--- config.mk ---
export PLATFORM = sky130hd
export DESIGN_NAME = recursive_owner_table_flat
export DESIGN_NICKNAME = d
export VERILOG_FILES = /design/src/design/rot_pkg.sv /design/src/design/rot_if.sv /design/src/design/rot_entry_mem.sv /design/src/design/rot_ctrl.sv /design/src/design/recursive_owner_table.sv /design/src/flat_wrapper.sv
export SDC_FILE = /design/constraint.sdc
export NUM_CORES = 2
export LEC_CHECK = 0
export ABC_AREA = 1
export BUFFER_PORTS_ARGS = -buffer_cell sky130_fd_sc_hd__buf_2
export CAP_MARGIN = 30
export CORE_ASPECT_RATIO = 1.2
export CORE_MARGIN = 2
export CORE_UTILIZATION = 40
export DETAILED_ROUTE_END_ITERATION = 8
export GPL_ROUTABILITY_DRIVEN = 0
export PLACE_DENSITY_LB_ADDON = 0.05
export SYNTH_ARGS = -nofsm -noshare
export SYNTH_HDL_FRONTEND = slang
export SYNTH_HIERARCHICAL = 1
export SYNTH_SLANG_ARGS = --single-unit
--- constraint.sdc ---
create_clock -name i_clk -period 8.3 [get_ports i_clk]
set_input_delay 1.66 -clock i_clk [delete_from_list [all_inputs] [get_ports i_clk]]
set_output_delay 1.66 -clock i_clk [all_outputs]
set_load 0.02 [all_outputs]
--- src/design/rot_pkg.sv ---
// ============================================================================
// Recursive owner table package
// Shared widths, status codes and memory control types.
// ============================================================================
package rot_pkg;

    // Fixed field widths of the channels.
    localparam int KEY_W       = 64;
    localparam int THREAD_W    = 8;
    localparam int STATUS_W    = 4;
    localparam int DEPTH_OUT_W = 16;
    localparam int COUNT_OUT_W = 5;

    // Defaults for the top-level parameters.
    localparam int CAPACITY_DEF       = 16;
    localparam int THREAD_ID_BITS_DEF = 8;
    localparam int DEPTH_BITS_DEF     = 16;

    // Request actions.
    localparam logic ACT_ENTER = 1'b0;
    localparam logic ACT_EXIT  = 1'b1;

    // Result status codes.
    localparam logic [STATUS_W-1:0] ST_IGNORED      = 4'd0;
    localparam logic [STATUS_W-1:0] ST_NEW          = 4'd1;
    localparam logic [STATUS_W-1:0] ST_REENTERED    = 4'd2;
    localparam logic [STATUS_W-1:0] ST_FOREIGN      = 4'd3;
    localparam logic [STATUS_W-1:0] ST_FULL         = 4'd4;
    localparam logic [STATUS_W-1:0] ST_RELEASED     = 4'd5;
    localparam logic [STATUS_W-1:0] ST_REMOVED      = 4'd6;
    localparam logic [STATUS_W-1:0] ST_UNKNOWN_EXIT = 4'd7;
    localparam logic [STATUS_W-1:0] ST_SATURATED    = 4'd8;

    // Strobes from the controller to the entry memory.
    typedef struct packed {
        logic rd;
        logic wr;
    } t_mem_ctl;

endpackage

--- src/design/rot_if.sv ---
// ============================================================================
// Recursive owner table channel interfaces
// Request and result channels with a valid/ready handshake.
// ============================================================================

// Request channel: one enter or exit per transfer.
interface rot_req_if;
    logic                          valid;
    logic                          ready;
    logic                          action;
    logic [rot_pkg::KEY_W-1:0]     object_key;
    logic [rot_pkg::THREAD_W-1:0]  thread_id;
    logic                          is_concurrent;

    modport source (output valid, action, object_key, thread_id, is_concurrent,
                    input ready);
    modport sink   (input valid, action, object_key, thread_id, is_concurrent,
                    output ready);
endinterface

// Result channel: one result per request.
interface rot_rsp_if;
    logic                             valid;
    logic                             ready;
    logic [rot_pkg::STATUS_W-1:0]     status;
    logic [rot_pkg::DEPTH_OUT_W-1:0]  depth_now;
    logic [rot_pkg::COUNT_OUT_W-1:0]  entries_in_use;

    modport source (output valid, status, depth_now, entries_in_use, input ready);
    modport sink   (input valid, status, depth_now, entries_in_use, output ready);
endinterface

--- src/design/rot_entry_mem.sv ---
// ============================================================================
// Entry memory
// Single-port-write, single-port-read synchronous memory holding the packed
// key, owner and depth of each table entry. Read data arrives in the cycle after the read.
// ============================================================================
module rot_entry_mem #(
    parameter int ENTRIES = rot_pkg::CAPACITY_DEF,
    parameter int WORD_W  = rot_pkg::KEY_W + rot_pkg::THREAD_ID_BITS_DEF
                            + rot_pkg::DEPTH_BITS_DEF
) (
    input  logic                       i_clk,
    input  rot_pkg::t_mem_ctl          i_ctl,
    input  logic [$clog2(ENTRIES)-1:0] i_rd_addr,
    input  logic [$clog2(ENTRIES)-1:0] i_wr_addr,
    input  logic [WORD_W-1:0]          i_wr_data,
    output logic [WORD_W-1:0]          o_rd_data
);

    logic [WORD_W-1:0] r_mem [ENTRIES];
    logic [WORD_W-1:0] r_rd_data;

    // Write port.
    always_ff @(posedge i_clk) begin
        if (i_ctl.wr) begin
            r_mem[i_wr_addr] <= i_wr_data;
        end
    end

    // Registered read port.
    always_ff @(posedge i_clk) begin
        if (i_ctl.rd) begin
            r_rd_data <= r_mem[i_rd_addr];
        end
    end

    assign o_rd_data = r_rd_data;

endmodule

--- src/design/rot_ctrl.sv ---
// ============================================================================
// Owner table controller
// Scans the entry memory for the requested key, decides the outcome, writes
// the updated entry back and presents the result in an output register.
// ============================================================================
module rot_ctrl #(
    parameter int CAPACITY       = rot_pkg::CAPACITY_DEF,
    parameter int THREAD_ID_BITS = rot_pkg::THREAD_ID_BITS_DEF,
    parameter int DEPTH_BITS     = rot_pkg::DEPTH_BITS_DEF,
    parameter int IDX_W          = $clog2(CAPACITY),
    parameter int WORD_W         = rot_pkg::KEY_W + THREAD_ID_BITS + DEPTH_BITS
) (
    input  logic                  i_clk,
    input  logic                  i_rst_n,
    rot_req_if.sink               i_in,
    rot_rsp_if.source             o_out,
    output rot_pkg::t_mem_ctl     o_mem_ctl,
    output logic [IDX_W-1:0]      o_rd_addr,
    output logic [IDX_W-1:0]      o_wr_addr,
    output logic [WORD_W-1:0]     o_wr_data,
    input  logic [WORD_W-1:0]     i_rd_data
);

    localparam int CNT_W = $clog2(CAPACITY + 1);
    localparam int KW    = rot_pkg::KEY_W;

    localparam logic [2:0] S_IDLE   = 3'd0;
    localparam logic [2:0] S_SCAN   = 3'd1;
    localparam logic [2:0] S_DECIDE = 3'd2;
    localparam logic [2:0] S_MOVE   = 3'd3;
    localparam logic [2:0] S_EMIT   = 3'd4;

    logic [2:0]                   r_state;
    logic [CNT_W-1:0]             r_used;
    logic                         r_act;
    logic [KW-1:0]                r_key;
    logic [THREAD_ID_BITS-1:0]    r_self;
    logic                         r_conc;
    logic [IDX_W-1:0]             r_idx;
    logic                         r_found;
    logic [THREAD_ID_BITS-1:0]    r_hit_owner;
    logic [DEPTH_BITS-1:0]        r_hit_depth;
    logic [rot_pkg::STATUS_W-1:0] r_status;
    logic [DEPTH_BITS-1:0]        r_depth;
    logic                         r_out_valid;
    logic [rot_pkg::STATUS_W-1:0] r_out_status;
    logic [DEPTH_BITS-1:0]        r_out_depth;
    logic [CNT_W-1:0]             r_out_count;

    logic [THREAD_ID_BITS-1:0]    self_in;
    logic [KW-1:0]                rd_key;
    logic [THREAD_ID_BITS-1:0]    rd_owner;
    logic [DEPTH_BITS-1:0]        rd_depth;
    logic [CNT_W-1:0]             last_cnt;
    logic                         scan_last;
    logic                         in_xfer;
    logic                         out_free;

    // Keep the low thread bits of the request, zero-extended if the owner is wider.
    if (THREAD_ID_BITS <= rot_pkg::THREAD_W) begin : g_self_cut
        assign self_in = i_in.thread_id[THREAD_ID_BITS-1:0];
    end else begin : g_self_ext
        assign self_in = {{(THREAD_ID_BITS - rot_pkg::THREAD_W){1'b0}}, i_in.thread_id};
    end

    // Result fields resized to the channel widths.
    if (DEPTH_BITS >= rot_pkg::DEPTH_OUT_W) begin : g_depth_cut
        assign o_out.depth_now = r_out_depth[rot_pkg::DEPTH_OUT_W-1:0];
    end else begin : g_depth_ext
        assign o_out.depth_now = {{(rot_pkg::DEPTH_OUT_W - DEPTH_BITS){1'b0}}, r_out_depth};
    end

    if (CNT_W >= rot_pkg::COUNT_OUT_W) begin : g_count_cut
        assign o_out.entries_in_use = r_out_count[rot_pkg::COUNT_OUT_W-1:0];
    end else begin : g_count_ext
        assign o_out.entries_in_use = {{(rot_pkg::COUNT_OUT_W - CNT_W){1'b0}}, r_out_count};
    end

    assign o_out.valid  = r_out_valid;
    assign o_out.status = r_out_status;

    // Handshakes and helpers.
    assign i_in.ready = (r_state == S_IDLE);
    assign in_xfer    = i_in.valid && (r_state == S_IDLE);
    assign out_free   = !r_out_valid || o_out.ready;
    assign last_cnt   = r_used - CNT_W'(1);
    assign scan_last  = (CNT_W'(r_idx) == last_cnt);

    // Unpack the entry word read from memory.
    assign rd_key   = i_rd_data[WORD_W-1 -: KW];
    assign rd_owner = i_rd_data[DEPTH_BITS +: THREAD_ID_BITS];
    assign rd_depth = i_rd_data[DEPTH_BITS-1:0];

    // Memory requests. Writes happen only in DECIDE and MOVE, reads in IDLE, SCAN
    // and DECIDE but never with a write, so a read never meets a write to the same entry.
    always_comb begin
        o_mem_ctl = '0;
        o_rd_addr = '0;
        o_wr_addr = r_idx;
        o_wr_data = {r_key, r_hit_owner, r_hit_depth};
        unique case (r_state)
            S_IDLE: begin
                o_mem_ctl.rd = in_xfer && (r_used != '0);
            end
            S_SCAN: begin
                o_mem_ctl.rd = (rd_key != r_key) && !scan_last;
                o_rd_addr    = r_idx + IDX_W'(1);
            end
            S_DECIDE: begin
                if (r_act == rot_pkg::ACT_ENTER) begin
                    if (!r_conc && r_found && (r_hit_owner == r_self)
                            && !(&r_hit_depth)) begin
                        o_mem_ctl.wr = 1'b1;
                        o_wr_data    = {r_key, r_hit_owner, r_hit_depth + DEPTH_BITS'(1)};
                    end else if (!r_conc && !r_found && (r_used < CNT_W'(CAPACITY))) begin
                        o_mem_ctl.wr = 1'b1;
                        o_wr_addr    = r_used[IDX_W-1:0];
                        o_wr_data    = {r_key, r_self, DEPTH_BITS'(1)};
                    end
                end else if (r_found) begin
                    if (r_hit_depth > DEPTH_BITS'(1)) begin
                        o_mem_ctl.wr = 1'b1;
                        o_wr_data    = {r_key, r_hit_owner, r_hit_depth - DEPTH_BITS'(1)};
                    end else begin
                        // Removal: fetch the last entry to move into the freed slot.
                        o_mem_ctl.rd = (CNT_W'(r_idx) != last_cnt);
                        o_rd_addr    = last_cnt[IDX_W-1:0];
                    end
                end
            end
            S_MOVE: begin
                o_mem_ctl.wr = 1'b1;
                o_wr_data    = i_rd_data;
            end
            default: begin
                o_mem_ctl = '0;
            end
        endcase
    end

    // Sequencer and result datapath.
    always_ff @(posedge i_clk) begin
        if (!i_rst_n) begin
            r_state     <= S_IDLE;
            r_used      <= '0;
            r_out_valid <= 1'b0;
            r_found     <= 1'b0;
        end else begin
            // The output register fills from EMIT and empties on a result transfer.
            if ((r_state == S_EMIT) && out_free) begin
                r_out_valid <= 1'b1;
            end else if (o_out.ready) begin
                r_out_valid <= 1'b0;
            end
            unique case (r_state)
                S_IDLE: begin
                    if (in_xfer) begin
                        r_act   <= i_in.action;
                        r_key   <= i_in.object_key;
                        r_self  <= self_in;
                        r_conc  <= i_in.is_concurrent;
                        r_found <= 1'b0;
                        r_idx   <= '0;
                        r_state <= (r_used == '0) ? S_DECIDE : S_SCAN;
                    end
                end
                S_SCAN: begin
                    // Data on the read port belongs to entry r_idx.
                    if (rd_key == r_key) begin
                        r_found     <= 1'b1;
                        r_hit_owner <= rd_owner;
                        r_hit_depth <= rd_depth;
                        r_state     <= S_DECIDE;
                    end else if (scan_last) begin
                        r_state <= S_DECIDE;
                    end else begin
                        r_idx <= r_idx + IDX_W'(1);
                    end
                end
                S_DECIDE: begin
                    r_state <= S_EMIT;
                    if (r_act == rot_pkg::ACT_ENTER) begin
                        if (r_conc) begin
                            r_status <= rot_pkg::ST_IGNORED;
                            r_depth  <= r_found ? r_hit_depth : '0;
                        end else if (r_found) begin
                            if (r_hit_owner != r_self) begin
                                r_status <= rot_pkg::ST_FOREIGN;
                                r_depth  <= r_hit_depth;
                            end else if (&r_hit_depth) begin
                                r_status <= rot_pkg::ST_SATURATED;
                                r_depth  <= r_hit_depth;
                            end else begin
                                r_status <= rot_pkg::ST_REENTERED;
                                r_depth  <= r_hit_depth + DEPTH_BITS'(1);
                            end
                        end else if (r_used >= CNT_W'(CAPACITY)) begin
                            r_status <= rot_pkg::ST_FULL;
                            r_depth  <= '0;
                        end else begin
                            r_status <= rot_pkg::ST_NEW;
                            r_depth  <= DEPTH_BITS'(1);
                            r_used   <= r_used + CNT_W'(1);
                        end
                    end else if (!r_found) begin
                        r_status <= rot_pkg::ST_UNKNOWN_EXIT;
                        r_depth  <= '0;
                    end else if (r_hit_depth > DEPTH_BITS'(1)) begin
                        r_status <= rot_pkg::ST_RELEASED;
                        r_depth  <= r_hit_depth - DEPTH_BITS'(1);
                    end else begin
                        r_status <= rot_pkg::ST_REMOVED;
                        r_depth  <= '0;
                        r_used   <= last_cnt;
                        if (CNT_W'(r_idx) != last_cnt) begin
                            r_state <= S_MOVE;
                        end
                    end
                end
                S_MOVE: begin
                    r_state <= S_EMIT;
                end
                S_EMIT: begin
                    // Hand the result to the output register once it is free.
                    if (out_free) begin
                        r_out_status <= r_status;
                        r_out_depth  <= r_depth;
                        r_out_count  <= r_used;
                        r_state      <= S_IDLE;
                    end
                end
                default: begin
                    r_state <= S_IDLE;
                end
            endcase
        end
    end

endmodule

--- src/design/recursive_owner_table.sv ---
// ============================================================================
// Recursive owner table
// Table of held objects with owner thread and nesting depth, kept in a
// synchronous entry memory and updated by read-modify-write.
// ============================================================================
//
//  Channel  Direction  Handshake     Payload
//  i_in     request    valid/ready   action, object_key, thread_id, is_concurrent
//  o_out    result     valid/ready   status, depth_now, entries_in_use
//
// A request passes through the states IDLE, SCAN, DECIDE, MOVE and EMIT in
// that order. SCAN reads one entry per cycle until the key matches or the last
// entry in use has been read, and is skipped when the table is empty; MOVE only
// occurs when a removal moves the last entry into the freed slot.
// Reset clears the entry count and the control state; the memory needs no clear.
// A new request is taken while the previous result still waits in the output
// register; a stalled result holds the sequencer before its result is loaded.
// ============================================================================
module recursive_owner_table #(
    parameter int CAPACITY       = rot_pkg::CAPACITY_DEF,
    parameter int THREAD_ID_BITS = rot_pkg::THREAD_ID_BITS_DEF,
    parameter int DEPTH_BITS     = rot_pkg::DEPTH_BITS_DEF
) (
    input  logic       i_clk,
    input  logic       i_rst_n,
    rot_req_if.sink    i_in,
    rot_rsp_if.source  o_out
);

    localparam int IDX_W  = $clog2(CAPACITY);
    localparam int WORD_W = rot_pkg::KEY_W + THREAD_ID_BITS + DEPTH_BITS;

    rot_pkg::t_mem_ctl  mem_ctl;
    logic [IDX_W-1:0]   rd_addr;
    logic [IDX_W-1:0]   wr_addr;
    logic [WORD_W-1:0]  wr_data;
    logic [WORD_W-1:0]  rd_data;

    // Sequencer and result path.
    rot_ctrl #(
        .CAPACITY       (CAPACITY),
        .THREAD_ID_BITS (THREAD_ID_BITS),
        .DEPTH_BITS     (DEPTH_BITS),
        .IDX_W          (IDX_W),
        .WORD_W         (WORD_W)
    ) u_ctrl (
        .i_clk     (i_clk),
        .i_rst_n   (i_rst_n),
        .i_in      (i_in),
        .o_out     (o_out),
        .o_mem_ctl (mem_ctl),
        .o_rd_addr (rd_addr),
        .o_wr_addr (wr_addr),
        .o_wr_data (wr_data),
        .i_rd_data (rd_data)
    );

    // Entry storage.
    rot_entry_mem #(
        .ENTRIES (CAPACITY),
        .WORD_W  (WORD_W)
    ) u_mem (
        .i_clk     (i_clk),
        .i_ctl     (mem_ctl),
        .i_rd_addr (rd_addr),
        .i_wr_addr (wr_addr),
        .i_wr_data (wr_data),
        .o_rd_data (rd_data)
    );

endmodule

--- src/flat_wrapper.sv ---
// flat-port wrapper written by rule: the top's interface ports become plain ports
module recursive_owner_table_flat 
#(
    parameter int CAPACITY       = rot_pkg::CAPACITY_DEF,
    parameter int THREAD_ID_BITS = rot_pkg::THREAD_ID_BITS_DEF,
    parameter int DEPTH_BITS     = rot_pkg::DEPTH_BITS_DEF
)
  (i_clk, i_rst_n, i_in_valid, i_in_action, i_in_object_key, i_in_thread_id, i_in_is_concurrent, i_in_ready, o_out_valid, o_out_status, o_out_depth_now, o_out_entries_in_use, o_out_ready);
  rot_req_if i_in_i ();
  rot_rsp_if o_out_i ();
  input  logic i_clk;
  input  logic i_rst_n;
  input wire logic [$bits(i_in_i.valid)-1:0] i_in_valid;
  input wire logic [$bits(i_in_i.action)-1:0] i_in_action;
  input wire logic [$bits(i_in_i.object_key)-1:0] i_in_object_key;
  input wire logic [$bits(i_in_i.thread_id)-1:0] i_in_thread_id;
  input wire logic [$bits(i_in_i.is_concurrent)-1:0] i_in_is_concurrent;
  output wire logic [$bits(i_in_i.ready)-1:0] i_in_ready;
  output wire logic [$bits(o_out_i.valid)-1:0] o_out_valid;
  output wire logic [$bits(o_out_i.status)-1:0] o_out_status;
  output wire logic [$bits(o_out_i.depth_now)-1:0] o_out_depth_now;
  output wire logic [$bits(o_out_i.entries_in_use)-1:0] o_out_entries_in_use;
  input wire logic [$bits(o_out_i.ready)-1:0] o_out_ready;
  assign i_in_i.valid = i_in_valid;
  assign i_in_i.action = i_in_action;
  assign i_in_i.object_key = i_in_object_key;
  assign i_in_i.thread_id = i_in_thread_id;
  assign i_in_i.is_concurrent = i_in_is_concurrent;
  assign i_in_ready = i_in_i.ready;
  assign o_out_valid = o_out_i.valid;
  assign o_out_status = o_out_i.status;
  assign o_out_depth_now = o_out_i.depth_now;
  assign o_out_entries_in_use = o_out_i.entries_in_use;
  assign o_out_i.ready = o_out_ready;
  recursive_owner_table #(.CAPACITY(CAPACITY), .THREAD_ID_BITS(THREAD_ID_BITS), .DEPTH_BITS(DEPTH_BITS)) u_core (.i_clk(i_clk), .i_rst_n(i_rst_n), .i_in(i_in_i), .o_out(o_out_i));
endmodule
==> summary.md <==
| Metric | Value |
|---|---|
| Min cycle time layout | `4.96 ns` |
| Classification of the worst-slack hold path | `reg -> reg` |
| Period utilization | `0.598` |
| Most frequent cells in the layout | `nand2_1, edfxtp_1, inv_1, nand3_1, clkbuf_16` |
| Mean post-synth cell area | `10.2 µm²` |
| Synth Register Bits | `1653` |
| Clock transition at the registers of the reported paths | `0.06 ns` |
| Die width | `393 µm` |
| CTS tree | `built` |
| Via Count | `48300` |
| Final-layout fill cell count | `17100` |
| Most common cell after layout, fill and taps aside | `nand2_1` |
| Core area | `0.181 mm²` |
| Initial drt markers | `3633` |
| Layout cells sized above 1 | `0.0743` |
| Critical Path Start Type | `flip-flop` |
| Synth unique cells | `42` |
| Global-route wire length before repair | `305000 µm` |
| Detailed Place HPWL | `95500 µm` |
| H-tree depth | `4` |
| Drt total wl | `206000 µm` |
| Post-Synthesis Cells | `7141` |
| Syn-to-layout area delta | `12.8%` |
| Die height | `471 µm` |
| Max-cap violations | `0` |
| Largest net degree at the start of global routing | `156` |
| CP required | `8.98 ns` |
| Via density | `4.93` |
| Slew @ Worst Pin | `1.08 ns` |
| Number of detailed-route iterations in the first pass | `8` |
| Top Ports | `105` |
| Initial Utilization | `0.402` |
| Die area | `0.185 mm²` |
| Grt ovf | `0` |
| Fmax | `201 MHz` |
| Clk_lat worst skew | `0.82 ns` |
| Crit Path Class | `reg -> reg` |
| Sequential share of the synthesized area | `0.682` |
| Final hold vios | `0` |
| Post-Synthesis Cell Area | `0.0726 mm²` |
| Rel. slew slack | `0.281` |
| M1 GR Usage | `0.315` |
| Post-CTS Resized | `0` |
| Crit-path max FO | `66` |
| Worst EP arrival | `5.64 ns` |
| Maximum VDD drop | `235 µV` |
| Met2 usage in global routing | `0.361` |
| Status | `complete, no violations` |
| Endpoints failing setup | `0` |
| FP Rows | `171` |
| Vias in the first global route | `46300` |
| Slew Viols, Final | `0` |
| Global Route Usage Sum | `0.222` |
| Routed len/inst | `21.0 µm` |
| Met3 usage | `0.0299` |
| Hold-fix buffers, CTS | `0` |
| Total power | `21.5 mW` |
| Unrepaired setup endpoints after global routing | `false` |
| Clk sinks | `1653` |
| Initial antenna violation count | `3` |
| IO buf count | `104` |
| Pleak | `34.1 nW` |
| Layout Skew | `0.0294 ns` |
| Setup TNS | `0 ns` |
| Clk root buf | `clkbuf_16` |
| Synth Warn # | `6` |
| Busiest grt layer | `met2` |
| Post-Syn Nets | `7227` |
| CTS Buf Count | `178` |
| DRT antenna net count | `0` |
| CTS max path bufs | `3` |
| Nets | `7307` |
| Critical Path End Type | `flip-flop` |
| DRC Markers | `0` |
| Pwr Density | `263 mW/mm²` |
| Post-CTS setup buffers | `0` |
critical path, cell delays in order (launching register included):
cell,delay (ns)
edfxtp_1,0.53
inv_1,0.22
ha_1,0.26
o21ai_0,0.14
nor2_2,0.14
nand4_1,0.12
inv_1,0.27
nand2_1,0.31
o22ai_4,0.66
buf_4,0.74
buf_4,0.82
nand3_1,0.16
nand3_1,0.13
nand3_1,0.11
nand2_1,0.09
synth_stat cells:
cell | count | area share
nor2_4 | 1 | 0.00016
ha_1 | 8 | 0.0014
o31ai_1 | 1 | 0.00010
a31oi_1 | 3 | 0.00026
or2_2 | 2 | 0.00017
nor2_2 | 9 | 0.00078
dfxtp_1 | 10 | 0.0028
nand2_1 | 2378 | 0.12
o21ai_2 | 5 | 0.00060
buf_8 | 1 | 0.00021
clkinv_1 | 2 | 0.00010
o211ai_1 | 9 | 0.00093
o211ai_2 | 1 | 0.00017
nand2_4 | 1 | 0.00016
nand4_4 | 1 | 0.00029
nand3_1 | 1100 | 0.076
inv_2 | 9 | 0.00047
a21oi_1 | 33 | 0.0023
o21ai_0 | 111 | 0.0077
clkbuf_2 | 2 | 0.00014
nand2b_1 | 1 | 0.000086
buf_4 | 10 | 0.0010
nor3_2 | 1 | 0.00014
buf_2 | 196 | 0.014
nor3_1 | 9 | 0.00062
nand2_2 | 4 | 0.00034
buf_6 | 9 | 0.0014
inv_1 | 1249 | 0.065
edfxtp_1 | 1643 | 0.68
buf_1 | 46 | 0.0024
nand3_4 | 1 | 0.00024
nor2_1 | 132 | 0.0068
nand3b_1 | 2 | 0.00021
xnor2_1 | 5 | 0.00060
clkinv_2 | 1 | 0.000069
o21bai_1 | 1 | 0.00010
nand4_1 | 23 | 0.0020
o21ai_1 | 4 | 0.00028
xor2_1 | 33 | 0.0040
o22ai_1 | 3 | 0.00026
a211oi_1 | 2 | 0.00021
clkbuf_1 | 79 | 0.0041
worst paths after layout:
| kind | to | cells after the start | slack [ns] | startpoint |
|---|---|---|---|---|
| worst max register to register | u_core/u_mem/o_rd_data[64] | 14 | 3.34 | u_core/u_ctrl/r_hit_depth[0] |
| worst min register to register | u_core/u_ctrl/o_out.depth_now[9] | 0 | 0.42 | u_core/u_ctrl/r_depth[9] |
| worst max-delay path | u_core/u_mem/o_rd_data[64] | 14 | 3.34 | u_core/u_ctrl/r_hit_depth[0] |
| worst min-delay path | u_core/u_ctrl/o_out.depth_now[9] | 0 | 0.42 | u_core/u_ctrl/r_depth[9] |
per-layer routing:
metal | wire (µm) | up-vias
met5 | 0 | -
met4 | 4500 | 0
met3 | 9650 | 294
met2 | 95600 | 1134
met1 | 95800 | 23600
li1 | - | 23300
cell families after synthesis:
family	count (synthesis)	share of synthesized area
buffers and inverters	1604	0.0880
adder cells (fa/ha/maj)	8	0.00138
AO/OA/AOI/OAI	173	0.0128
XOR/XNOR	38	0.00458
AND/OR/NAND/NOR	3665	0.211
flip-flops	1653	0.682
stage by stage:
step	hold slack, ns	setup WS (ns)	utilization	cells	area [µm²]
after floorplan	0.400	2.24	-	7141	72600
after global placement	0.402	3.42	0.420	9445	75900
after detailed placement	0.405	3.44	0.422	9462	76200
after CTS	0.417	3.42	0.453	9787	81900
after global routing	0.422	3.09	0.453	9789	81900
final	0.416	3.34	0.453	9789	81900
area by class of cell:
cell class | count | area (µm²) | area share
timing repair buffer | 243 | 2000 | 0.0245
multi-input combinational | 3884 | 16900 | 0.206
sequential | 1653 | 49500 | 0.605
clock buffer | 220 | 4740 | 0.0579
clock inverter | 105 | 926 | 0.0113
antenna | 1 | 2.50 | 0.0000306
tap | 2422 | 3030 | 0.0370
inverter | 1261 | 4760 | 0.0582
power by group:
group	total, mW	switching, mW	internal (mW)	leakage, nW
sequential	10.4	0.252	10.1	14.9
combinational	3.40	2.53	0.869	16.4
clock	7.79	3.31	4.48	2.76
total	21.5	6.09	15.5	34.1
state kept, by name (all words and copies together) (netlist names), 8 cells and up:
| register | count |
|---|---|
| u_core/u_mem/r_mem | 1408 |
| u_core/u_ctrl/o_out.depth_now | 16 |
| u_core/u_ctrl/r_key | 64 |
| u_core/u_mem/o_rd_data | 88 |
| u_core/u_ctrl/r_hit_owner | 8 |
| u_core/u_ctrl/r_hit_depth | 16 |
| u_core/u_ctrl/r_self | 8 |
| u_core/u_ctrl/r_depth | 16 |
No activity file was read; power rests on OpenSTA's default activity.
